## src/vrac_pkg.sv

```systemverilog
`timescale 1ns / 1ps
// Shared types, constants and the checksum helper for the VRRPv3 advertisement checker.
// No dependencies; used by vrac_parser, vrac_emitter and vrrp_advert_receive_checker.

package vrac_pkg;

    localparam logic [10:0] COUNT_MAX    = 11'd2047;
    localparam logic [10:0] HDR_LEN      = 11'd8;
    localparam logic [7:0]  VT_ADVERT_V3 = 8'h31;
    localparam logic [15:0] PROTO_VRRP   = 16'd112;
    localparam logic [15:0] CSUM_GOOD    = 16'hffff;

    typedef enum logic [2:0] {
        ST_OK        = 3'd0,
        ST_SHORT     = 3'd1,
        ST_BAD_VT    = 3'd2,
        ST_TOO_MANY  = 3'd3,
        ST_TRUNCATED = 3'd4,
        ST_BAD_CSUM  = 3'd5
    } status_t;

    typedef enum logic {
        KIND_SUMMARY = 1'b0,
        KIND_ADDRESS = 1'b1
    } kind_t;

    // Handoff from the parser to the emitter at the end of a message.
    typedef struct packed {
        logic        start;
        status_t     status;
        logic [7:0]  router;
        logic [7:0]  priority_level;
        logic [11:0] interval;
        logic [7:0]  count;
        logic [31:0] sender;
    } msg_info_t;

    typedef struct packed {
        kind_t       kind;
        status_t     status;
        logic [7:0]  router_id;
        logic [7:0]  priority_level;
        logic [11:0] advert_interval;
        logic [4:0]  address_count;
        logic [31:0] virtual_address;
        logic [31:0] sender;
        logic        run_end;
    } result_t;

    // Ones-complement 16-bit add with end-around carry.
    function automatic logic [15:0] ones_add16(input logic [15:0] s, input logic [15:0] v);
        logic [16:0] t;
        t = {1'b0, s} + {1'b0, v};
        return t[15:0] + {15'd0, t[16]};
    endfunction

endpackage

```

## src/vrac_parser.sv

```systemverilog
`timescale 1ns / 1ps
// Byte parser: header capture, running checksum, address assembly and final status.
// Depends on vrac_pkg; writes virtual addresses into the address RAM.

module vrac_parser #(
    parameter int MAX_ADDRESSES = 16,
    localparam int AW = (MAX_ADDRESSES > 1) ? $clog2(MAX_ADDRESSES) : 1
) (
    input  logic                aclk,
    input  logic                aresetn,
    input  logic                in_valid,
    output logic                in_ready,
    input  logic [7:0]          in_byte,
    input  logic                in_last,
    input  logic [31:0]         in_src,
    input  logic [31:0]         in_dst,
    input  logic                emit_busy,
    output logic                ram_we,
    output logic [AW-1:0]       ram_waddr,
    output logic [31:0]         ram_wdata,
    output vrac_pkg::msg_info_t info
);

    localparam logic [10:0] POS_VER_TYPE = 11'd0;
    localparam logic [10:0] POS_ROUTER   = 11'd1;
    localparam logic [10:0] POS_PRIORITY = 11'd2;
    localparam logic [10:0] POS_COUNT    = 11'd3;
    localparam logic [10:0] POS_INT_HI   = 11'd4;
    localparam logic [10:0] POS_INT_LO   = 11'd5;

    logic [10:0] byte_cnt_reg;
    logic [15:0] csum_reg;
    logic [7:0]  high_reg;
    logic [23:0] build_reg;
    logic        finish_reg;
    logic [7:0]  vt_reg;
    logic [7:0]  router_reg;
    logic [7:0]  prio_reg;
    logic [7:0]  count_reg;
    logic [11:0] interval_reg;
    logic [31:0] sender_reg;

    logic        accept;
    logic [10:0] pos;
    logic [18:0] pseudo_wide;
    logic [16:0] pseudo_f1;
    logic [15:0] pseudo;
    logic [7:0]  count_eff;
    logic [10:0] msg_len_eff;
    logic        in_range;
    logic        in_body;
    logic [10:0] off;
    logic [8:0]  slot;
    logic [15:0] csum_c0;
    logic [15:0] csum_c1;
    logic [15:0] csum_next;
    logic [10:0] byte_cnt_next;
    logic [10:0] msg_len_reg;
    vrac_pkg::status_t status;

    assign in_ready = !finish_reg && !emit_busy;
    assign accept   = in_valid && in_ready;
    assign pos      = byte_cnt_reg;

    // Pseudo-header: source, destination and protocol, folded to 16 bits with end-around carry.
    assign pseudo_wide = 19'(in_src[31:16]) + 19'(in_src[15:0]) + 19'(in_dst[31:16])
                       + 19'(in_dst[15:0]) + 19'(vrac_pkg::PROTO_VRRP);
    assign pseudo_f1   = 17'(pseudo_wide[15:0]) + 17'(pseudo_wide[18:16]);
    assign pseudo      = pseudo_f1[15:0] + 16'(pseudo_f1[16]);

    assign count_eff   = (pos == POS_COUNT) ? in_byte : count_reg;
    assign msg_len_eff = vrac_pkg::HDR_LEN + {1'b0, count_eff, 2'b00};
    assign in_range    = (pos < 11'd4) || (pos < msg_len_eff);
    assign in_body     = in_range && (pos >= vrac_pkg::HDR_LEN);
    assign off         = pos - vrac_pkg::HDR_LEN;
    assign slot        = off[10:2];

    always_comb begin
        csum_c0 = (pos == POS_VER_TYPE) ? pseudo : csum_reg;
        csum_c1 = (pos == POS_COUNT)
                ? vrac_pkg::ones_add16(csum_c0,
                                       16'(vrac_pkg::HDR_LEN + {1'b0, in_byte, 2'b00}))
                : csum_c0;
        csum_next = (in_range && pos[0]) ? vrac_pkg::ones_add16(csum_c1, {high_reg, in_byte})
                                         : csum_c1;
    end

    assign byte_cnt_next = (pos < vrac_pkg::COUNT_MAX) ? pos + 11'd1 : vrac_pkg::COUNT_MAX;

    assign ram_we    = accept && in_body && (off[1:0] == 2'b11)
                       && (slot < 9'(MAX_ADDRESSES));
    assign ram_waddr = slot[AW-1:0];
    assign ram_wdata = {build_reg, in_byte};

    // Status is judged in the cycle after the last byte is taken, from the settled registers.
    assign msg_len_reg = vrac_pkg::HDR_LEN + {1'b0, count_reg, 2'b00};

    always_comb begin
        if (byte_cnt_reg < vrac_pkg::HDR_LEN) begin
            status = vrac_pkg::ST_SHORT;
        end else if (vt_reg != vrac_pkg::VT_ADVERT_V3) begin
            status = vrac_pkg::ST_BAD_VT;
        end else if (count_reg > 8'(MAX_ADDRESSES)) begin
            status = vrac_pkg::ST_TOO_MANY;
        end else if (byte_cnt_reg < msg_len_reg) begin
            status = vrac_pkg::ST_TRUNCATED;
        end else if (csum_reg != vrac_pkg::CSUM_GOOD) begin
            status = vrac_pkg::ST_BAD_CSUM;
        end else begin
            status = vrac_pkg::ST_OK;
        end
    end

    assign info.start          = finish_reg;
    assign info.status         = status;
    assign info.router         = router_reg;
    assign info.priority_level = prio_reg;
    assign info.interval       = interval_reg;
    assign info.count          = count_reg;
    assign info.sender         = sender_reg;

    always_ff @(posedge aclk) begin
        if (!aresetn) begin
            byte_cnt_reg <= '0;
            csum_reg     <= '0;
            high_reg     <= '0;
            build_reg    <= '0;
            finish_reg   <= 1'b0;
            vt_reg       <= '0;
            router_reg   <= '0;
            prio_reg     <= '0;
            count_reg    <= '0;
            interval_reg <= '0;
            sender_reg   <= '0;
        end else begin
            finish_reg <= accept && in_last;
            if (finish_reg) begin
                byte_cnt_reg <= '0;
                csum_reg     <= '0;
                high_reg     <= '0;
                build_reg    <= '0;
            end else if (accept) begin
                byte_cnt_reg <= byte_cnt_next;
                csum_reg     <= csum_next;
                if (in_range && !pos[0]) begin
                    high_reg <= in_byte;
                end
                if (in_body) begin
                    build_reg <= (off[1:0] == 2'b11) ? 24'd0 : {build_reg[15:0], in_byte};
                end
                case (pos)
                    POS_VER_TYPE: begin
                        vt_reg     <= in_byte;
                        sender_reg <= in_src;
                    end
                    POS_ROUTER:   router_reg          <= in_byte;
                    POS_PRIORITY: prio_reg            <= in_byte;
                    POS_COUNT:    count_reg           <= in_byte;
                    POS_INT_HI:   interval_reg        <= {in_byte[3:0], 8'd0};
                    POS_INT_LO:   interval_reg[7:0]   <= in_byte;
                    default: ;
                endcase
            end
        end
    end

endmodule

```

## config.mk

```make
export PLATFORM = sky130hd
export DESIGN_NAME = vrac_parser
export DESIGN_NICKNAME = d
export VERILOG_FILES = /design/src/vrac_pkg.sv /design/src/vrac_parser.sv
export SDC_FILE = /design/constraint.sdc
export NUM_CORES = 1
export LEC_CHECK = 0
export ABC_AREA = 0
export BUFFER_PORTS_ARGS = -buffer_cell sky130_fd_sc_hd__buf_2
export CELL_PAD_IN_SITES_DETAIL_PLACEMENT = 0
export CELL_PAD_IN_SITES_GLOBAL_PLACEMENT = 1
export CORE_ASPECT_RATIO = 0.75
export CORE_MARGIN = 5
export CORE_UTILIZATION = 43
export CTS_CLUSTER_DIAMETER = 50
export DETAILED_ROUTE_END_ITERATION = 6
export PLACE_DENSITY_LB_ADDON = 0.2
export SLEW_MARGIN = 20
export SYNTH_ARGS = -nofsm -noshare
export SYNTH_HDL_FRONTEND = slang
export SYNTH_SLANG_ARGS = --single-unit
```

## constraint.sdc

```tcl
create_clock -name aclk -period 15.9 [get_ports aclk]
set_input_delay 2.385 -clock aclk [delete_from_list [all_inputs] [get_ports aclk]]
set_output_delay 2.385 -clock aclk [all_outputs]
set_load 0.05 [all_outputs]
```

==> impl_metrics.env, run 1 <==
export IMPL_vias_per_cell=5.29
export IMPL_place_gp_congestion=0.857
export IMPL_r2r_cells=40
export IMPL_synthTopCellsByArea="dfxtp_1 (25%), ha_1 (11%), fa_1 (6.4%), nand2_1 (6.3%), xnor2_1 (4.4%)"
export IMPL_ant_nets=0
export IMPL_cts_clk_slew_worst_paths_ns=0.06
export IMPL_relSlewSlack_pct=25.2
export IMPL_drv_cap=0
export IMPL_r2r_setup_slack_ns=7.64
export IMPL_via_count=9742
export IMPL_cp_required_ns=16.23
export IMPL_async_flop_share_pct=0
export IMPL_peakVddDrop_v=0.000107
export IMPL_wl_per_cell_um=18.1
export IMPL_start_util_pct=43.9
export IMPL_nNetsFinal=1702
export IMPL_slowest_delay_ns=0.53
export IMPL_switching_share_pct=47.8
export IMPL_finalMaxSlewViolations=0
export IMPL_fp_row_count=50
export IMPL_largest_reg_flops=32
export IMPL_min_path_cells=2
export IMPL_p_leak_nw=5.76
export IMPL_yosysTopAreaCell="dfxtp_1"
export IMPL_status="finished, final reports clean"
export IMPL_synth_common_cells="nand2_1 (185), dfxtp_1 (136), inv_1 (105), ha_1 (100), a21oi_1 (88)"
export IMPL_synthCells=1349
export IMPL_yosysSeqAreaShare_pct=24.7
export IMPL_setup_worst_path_class="primary input to flip-flop"
export IMPL_cts_buffer_depth=2
export IMPL_cp_arrival_ns=15.13
export IMPL_hold_ws_ns=0.449
export IMPL_drc=0
export IMPL_chipWidth_um=195
export IMPL_netSwitchingPower_mw=1.08
export IMPL_synth_seq_cells=136
export IMPL_yosysUniqueCellTypes=85
export IMPL_area_delta_synth_final_pct=15.5
export IMPL_finalSetupViolCount=0
export IMPL_fin_crit_sh_pct=93.1
export IMPL_cts_tree="built"
export IMPL_drive_gt1_share_pct=18.3
export IMPL_fin_crit_ns=14.80
export IMPL_coreArea_um2=25100
export IMPL_setup_tns_ns=0
export IMPL_routed_wl_mm=33.4
export IMPL_worst_r2r_endpoint="csum_reg[15]"
export IMPL_worstSkewPairLatency_ns=0.42
export IMPL_crit_top_cell="ha_1"
export IMPL_reg2reg_from="byte_cnt_reg[8]"
export IMPL_min_delay_start="build_reg[19]"
export IMPL_die_y_um=149
export IMPL_clock_skew_final_ns=0.0110
export IMPL_synth_flop_cell="dfxtp_1"
export IMPL_num_antenna_cells=0
export IMPL_cts_root_buf="clkbuf_16"
export IMPL_crit_path_end_kind="flip-flop"
export IMPL_syn_area_um2=11000
export IMPL_max_slew_worst_pin_slew_ns=1.12
export IMPL_track_usage_pct=22.7
export IMPL_yosysWarnings=0
export IMPL_synth_top_cell_area_share_pct=24.7
export IMPL_antenna_found_initial=0
export IMPL_synth_nets=1561
export IMPL_drtIter0Drc=533
export IMPL_ioPinCount=187
export IMPL_path_max_fanout=4
export IMPL_dieArea_um2=28900
export IMPL_synth_area_per_cell_um2=8.16
export IMPL_portBuffers=186
export IMPL_p_int_mw=1.18
export IMPL_combinationalPowerShare_pct=66.5
export IMPL_grt_pass1_wl_mm=53.1
export IMPL_rsz0062_at_grt="no"
export IMPL_cp_slowest_cell="fa_1"
export IMPL_post_cts_buffers=0
export IMPL_h_tree_depth=4
export IMPL_place_hpwl_mm=25.2
export IMPL_hp_class="flip-flop to flip-flop"
export IMPL_fmax_mhz=67.6
export IMPL_cts_buffers=17
export IMPL_power_per_cell_area_nw_per_um2=178
export IMPL_grt_max_degree=79
export IMPL_power_frac_seq_pct=16.3
export IMPL_grt_pass1_vias=9523
export IMPL_clkPwrFrac_pct=17.2
export IMPL_holdPathEnd="build_reg[19]"
export IMPL_start_kind="primary input"
export IMPL_cts_sinks=136
export IMPL_synth_edf_count=0
export IMPL_hold_viol_final=0
export IMPL_yosysMostFrequentCell="nand2_1"
export IMPL_dr_pass1_iters=5
export IMPL_overflow=0
final cells by class:
class,count,area [µm²]
clock buffer,20,457
clock inverter,12,116
fill,2464,12400
inverter,105,394
multi-input combinational,1034,7600
sequential,136,2720
tap,338,423
timing repair buffer,196,1010
power by group through the flow:
stage / Sequential [mW] / Clock (mW) / Combinational (mW)
after floorplan: 0.389 / 0 / 1.15
after detailed placement: 0.376 / 0 / 1.47
after CTS: 0.369 / 0.400 / 1.48
after global placement: 0.376 / 0 / 1.48
final: 0.369 / 0.390 / 1.51
after global routing: 0.371 / 0.416 / 1.68
layout by cell type, fill, tap and decap left out, drive strengths merged, types with 42 or more instances in the layout:
master  instances
nand2         186
buf           196
mux2i          42
o21ai          45
ha            100
nor2           80
a21oi          91
xnor2          55
a21boi         48
dfxtp         136
inv           109
stage by stage:
stage / area, µm² / std cells / util (%) / power (mW) / setup slack, ns
2_1_floorplan: 11000 / 1349 / - / 1.54 / 2.01
3_3_place_gp: 12100 / 1809 / 48.3 / 1.86 / 0.859
3_5_place_dp: 12100 / 1809 / 48.3 / 1.84 / 0.477
4_1_cts: 12700 / 1841 / 50.5 / 2.25 / 0.865
5_1_grt: 12700 / 1841 / 50.7 / 2.46 / 0.00270
6_report: 12700 / 1841 / 50.7 / 2.26 / 1.10
worst max-delay path: cells and delay by family:
family / cells / cell delay (ns)
fa+ha+maj: 15 / 4.24
simple gates: 20 / 3.86
compound gates: 21 / 3.48
xor+xnor: 5 / 0.82
buf+inv: 5 / 0.32
routing by layer:
metal	share of wire, %	up-vias	global-route usage (%)
met4	1.3	0	5.20
li1	-	4881	-
met3	6.0	29	4.87
met1	52	4567	34.9
met5	0	-	0
met2	40	265	32.1
worst max path at each step:
stage,from,endpoint,slack (ns),cells after the start
2_1_floorplan,in_src[2],csum_reg[15],2.01,65
3_3_place_gp,in_src[2],csum_reg[15],0.86,66
3_5_place_dp,in_src[2],csum_reg[15],0.48,66
4_1_cts,in_src[2],csum_reg[15],0.87,66
5_1_grt,in_src[2],csum_reg[14],0.003,67
6_report,in_src[2],csum_reg[15],1.10,66
logic make-up (layout without fill, tap and decap cells):
| group | Yosys count | count (layout) | synth area share, % |
|---|---|---|---|
| multiplexers | 48 | 48 | 4.47 |
| buffers and inverters | 179 | 333 | 6.67 |
| AO/OA/AOI/OAI | 285 | 285 | 17.6 |
| XOR/XNOR | 93 | 93 | 7.40 |
| AND/OR/NAND/NOR | 471 | 471 | 21.3 |
| flip-flops | 136 | 136 | 24.7 |
| adder cells (fa/ha/maj) | 137 | 137 | 17.9 |
repair_timing:
action | 4_1_cts | 5_1_grt
hold buffers | 0 | 0
resized for setup | 0 | 8
setup endpoints to repair | 0 | 12
No activity file was read; power rests on OpenSTA's default activity.
==> run 2: changes to the inputs <==
REMOVE_ABC_BUFFERS = 1   (was not set)
==> impl_metrics.env, run 2 (synthesis results as in run 1) <==
export IMPL_status="finished, final reports clean"
export IMPL_routed_wl_mm=33.5
export IMPL_setup_worst_path_class="primary input to flip-flop"
export IMPL_start_util_pct=43.9
export IMPL_dp_slack_ns=0.253
export IMPL_cp_arrival_ns=15.38
export IMPL_antenna_found_initial=0
export IMPL_fmax_mhz=66.5
export IMPL_worstSkewPairLatency_ns=0.44
export IMPL_hp_class="flip-flop to flip-flop"
export IMPL_overflow=0
export IMPL_portBuffers=186
export IMPL_relSlewSlack_pct=28.2
export IMPL_clock_skew_final_ns=0.0177
export IMPL_cts_buffer_depth=2
export IMPL_utilization_pct=51.0
export IMPL_power_per_cell_area_nw_per_um2=186
export IMPL_grt_pass1_vias=9443
export IMPL_wl_per_cell_um=18.2
export IMPL_coreArea_um2=25100
export IMPL_h_tree_depth=4
export IMPL_layout_commonest_cell="buf_2"
export IMPL_grt_max_degree=78
export IMPL_ioPinCount=187
export IMPL_largest_reg_flops=32
export IMPL_p_leak_nw=5.76
export IMPL_die_y_um=149
export IMPL_chipWidth_um=195
export IMPL_slowest_delay_ns=0.57
export IMPL_track_usage_pct=22.7
export IMPL_drc=0
export IMPL_drv_cap=0
export IMPL_grt_pass1_wl_mm=53.1
export IMPL_cp_slowest_cell="fa_1"
export IMPL_layout_setup_ws_ns=0.855
export IMPL_place_hpwl_mm=25.0
export IMPL_drtIter0Drc=738
export IMPL_hold_viol_final=0
export IMPL_crit_path_end_kind="flip-flop"
export IMPL_area_delta_synth_final_pct=16.3
export IMPL_ant_nets=0
export IMPL_dieArea_um2=28900
export IMPL_cts_tree="built"
export IMPL_place_gp_congestion=0.888
export IMPL_setup_tns_ns=0
export IMPL_fin_crit_sh_pct=94.6
export IMPL_cts_root_buf="clkbuf_16"
export IMPL_dr_pass1_iters=5
export IMPL_nNetsFinal=1703
export IMPL_finalSetupViolCount=0
export IMPL_fp_row_count=50
export IMPL_via_count=9846
export IMPL_mostFrequentLayoutCells="buf_2 (186), nand2_1 (185), dfxtp_1 (136)"
export IMPL_path_max_fanout=4
export IMPL_max_slew_worst_pin_slew_ns=1.08
export IMPL_drive_gt1_share_pct=19.1
export IMPL_cts_buffers=17
export IMPL_crit_top_cell="ha_1"
export IMPL_power_mw=2.38
export IMPL_peakVddDrop_v=0.000126
export IMPL_vias_per_cell=5.35
export IMPL_start_kind="primary input"
export IMPL_cts_clk_slew_worst_paths_ns=0.06
export IMPL_cp_required_ns=16.23
export IMPL_finalMaxSlewViolations=0
export IMPL_fin_crit_ns=15.05
export IMPL_cts_sinks=136
## run 2: cell count changes in the layout (fill, tap and decap cells not counted), sizes merged
cell / previous run / this run
buf: 196 / 197
bufinv: 1 / 2
clkbuf: 20 / 21
clkinv: 6 / 2
clkinvlp: 1 / 3
diode: 0 / 1
inv: 109 / 107
## run 2: final cells by class
type,count,area [µm²]
Clock inverter,9,118
Tap cell,338,423
Antenna cell,1,2.50
Sequential cell,136,2720
Fill cell,2439,12300
Timing Repair Buffer,197,1010
Clock buffer,21,470
Inverter,105,394
Multi-Input combinational cell,1034,7660
## run 2: layer usage
metal | vias to the layer above | GRT usage (%) | wire length (µm)
li1 | 4903 | - | -
met1 | 4629 | 35.6 | 17700
met2 | 285 | 31.0 | 12900
met3 | 29 | 6.00 | 2560
met4 | 0 | 4.19 | 374
met5 | - | 0 | 0
## run 2: what timing repair did
item,4_1_cts,5_1_grt
hold buffers,0,0
setup endpoints to repair,0,15
setup buffers,0,1
gates resized for setup,0,22
## run 2: critical path: cells and delay by family
kind	cells	cell delay, ns
adders and majority gates	16	4.71
buffers and inverters	5	0.32
muxes	2	0.44
xor gates and xnor gates	3	0.56
AOI/OAI and AO/OA	23	4.53
and+or+nand+nor	15	2.42
## run 2: through the flow
step                      instances  hold slack [ns]  area (µm²)
final                          1841            0.448       12800
after global routing           1840            0.464       12800
after CTS                      1839            0.450       12700
after detailed placement       1809            0.442       12100
after global placement         1809            0.438       12100
after floorplan                1275            0.438       10700
## run 2: power breakdown
group | switching (mW) | leakage, nW | internal [mW]
sequential | 0.0126 | 1.10 | 0.356
combinational | 0.989 | 4.38 | 0.617
clock | 0.165 | 0.278 | 0.243
## run 2: path summary, 6_finish.rpt
path,from,to,slack (ns),cells after the start
setup / recovery,in_src[2],csum_reg[10],0.85,64
hold / removal,build_reg[20],build_reg[20],0.45,2
hold reg to reg,build_reg[20],build_reg[20],0.45,2
setup reg to reg,byte_cnt_reg[8],csum_reg[10],7.48,38
==> run 3: changes to the inputs <==
CELL_PAD_IN_SITES_DETAIL_PLACEMENT = 1   (was 0)
==> impl_metrics.env, run 3 (synthesis results as in run 1) <==
export IMPL_status="finished, final reports clean"
export IMPL_hold_ws_ns=0.454
export IMPL_place_hpwl_mm=27.9
export IMPL_vias_per_cell=5.47
export IMPL_grt_pass1_vias=10507
export IMPL_portBuffers=186
export IMPL_min_path_cells=2
export IMPL_layout_commonest_cell="buf_2"
export IMPL_power_mw=2.43
export IMPL_ff_latch_area_um2=2720
export IMPL_multi_input_area_um2=7670
export IMPL_ioPinCount=187
export IMPL_hold_viol_final=0
export IMPL_chipWidth_um=195
export IMPL_crit_buf_inv=5
export IMPL_drv_cap=0
export IMPL_start_kind="primary input"
export IMPL_routed_wl_mm=36.6
export IMPL_instances_no_fill=1843
export IMPL_grt_max_degree=78
export IMPL_rsz0062_at_grt="no"
export IMPL_hp_class="flip-flop to flip-flop"
export IMPL_power_per_cell_area_nw_per_um2=189
export IMPL_via_count=10086
export IMPL_worst_r2r_endpoint="csum_reg[10]"
export IMPL_setup_tns_ns=0
export IMPL_dr_pass1_iters=5
export IMPL_relSlewSlack_pct=37.5
export IMPL_cts_root_buf="clkbuf_16"
export IMPL_h_tree_depth=4
export IMPL_fin_area_um2=12800
export IMPL_num_antenna_cells=0
export IMPL_critical_path_top_delay_family="adder cells"
export IMPL_fin_crit_ns=15.00
export IMPL_setup_worst_path_class="primary input to flip-flop"
export IMPL_dieArea_um2=28900
export IMPL_fmax_mhz=66.7
export IMPL_largest_reg_flops=32
export IMPL_path_max_fanout=4
export IMPL_coreArea_um2=25100
export IMPL_cp_required_ns=16.23
export IMPL_drive_gt1_share_pct=19.5
export IMPL_drtIter0Drc=665
export IMPL_dpl_cell_count=1809
export IMPL_slowest_delay_ns=0.54
export IMPL_max_slew_worst_pin_slew_ns=0.935
export IMPL_peakVddDrop_v=0.000109
export IMPL_fp_row_count=50
export IMPL_cts_clk_slew_worst_paths_ns=0.06
export IMPL_worstSkewPairLatency_ns=0.43
export IMPL_cp_arrival_ns=15.33
export IMPL_dp_slack_ns=0.147
export IMPL_fill_cells=3082
export IMPL_r2r_setup_slack_ns=7.32
export IMPL_cts_buffers=17
export IMPL_drc=0
export IMPL_mostFrequentLayoutCells="buf_2 (186), nand2_1 (185), dfxtp_1 (136)"
export IMPL_grt_pass1_wl_mm=58.1
export IMPL_track_usage_pct=24.9
export IMPL_wl_per_cell_um=19.9
export IMPL_antenna_found_initial=0
export IMPL_cts_buffer_depth=2
export IMPL_ant_nets=0
export IMPL_holdPathEnd="build_reg[22]"
export IMPL_start_util_pct=43.9
export IMPL_finalSetupViolCount=0
export IMPL_die_y_um=149
export IMPL_crit_path_end_kind="flip-flop"
export IMPL_cts_tree="built"
export IMPL_crit_top_cell="ha_1"
export IMPL_r2r_cells=38
export IMPL_min_delay_start="build_reg[22]"
export IMPL_reg2reg_from="byte_cnt_reg[8]"
export IMPL_finalMaxSlewViolations=0
export IMPL_dpl_cell_area_um2=12100
export IMPL_p_leak_nw=5.79
export IMPL_utilization_pct=51.2
export IMPL_layout_setup_ws_ns=0.898
export IMPL_fin_crit_sh_pct=94.4
export IMPL_clock_skew_final_ns=0.0203
export IMPL_place_gp_congestion=0.888
export IMPL_nNetsFinal=1705
export IMPL_cts_sinks=136
export IMPL_crit_cells=61
export IMPL_area_delta_synth_final_pct=16.6
export IMPL_cp_slowest_cell="fa_1"
export IMPL_overflow=0
[run 3: cell types whose count changed in the layout (fill, tap and decap cells not counted), moves of 2 or more]
cell,delta
clkinv_2,+3
clkinv_4,+2
clkbuf_8,-2
clkinvlp_4,-2
[run 3: what timing repair did]
action                                 CTS  global route
setup endpoints to repair                0            15
hold buffers                             0             0
endpoints found under the hold margin    0             0
resized for setup                        0            25
setup buffers                            0             2
[run 3: cell type report]
class                      instances  area share, %
timing repair buffer             199           8.11
clock buffer                      18           3.42
tap                              338           3.29
sequential                       136           21.2
clock inverter                    13           1.14
inverter                         105           3.07
multi-input combinational       1034           59.8
[run 3: worst max-delay path by stage]
stage	startpoint	endpoint	slack, ns
after floorplan	in_src[2]	csum_reg[14]	1.89
after global placement	in_src[2]	csum_reg[10]	0.67
after detailed placement	in_src[2]	csum_reg[14]	0.15
after CTS	in_src[2]	csum_reg[14]	0.51
after global routing	in_src[2]	csum_reg[8]	0.0002
final	in_src[2]	csum_reg[10]	0.90
[run 3: worst reg2reg max path, delay by kind of cell (launching register included)]
kind,cells,cell delay [ns]
AND/OR/NAND/NOR,12,3.00
AO/OA/AOI/OAI,14,2.37
flip-flops,1,0.41
multiplexers,1,0.15
adder cells (fa/ha/maj),7,1.78
XOR/XNOR,2,0.44
buffers and inverters,2,0.32
[run 3: metal layers]
metal	up-vias	part of all wire (%)	track usage, %
met5	-	0	0
li1	4876	-	-
met2	288	41	36.5
met3	26	7.8	6.86
met4	0	1.2	4.92
met1	4896	50	36.7
[run 3: where the power goes]
| part | switching [mW] | total, mW | internal [mW] | leakage (nW) |
|---|---|---|---|---|
| combinational | 1.03 | 1.66 | 0.622 | 4.40 |
| clock | 0.169 | 0.406 | 0.236 | 0.288 |
| sequential | 0.0127 | 0.369 | 0.356 | 1.10 |
| total | 1.22 | 2.43 | 1.21 | 5.79 |
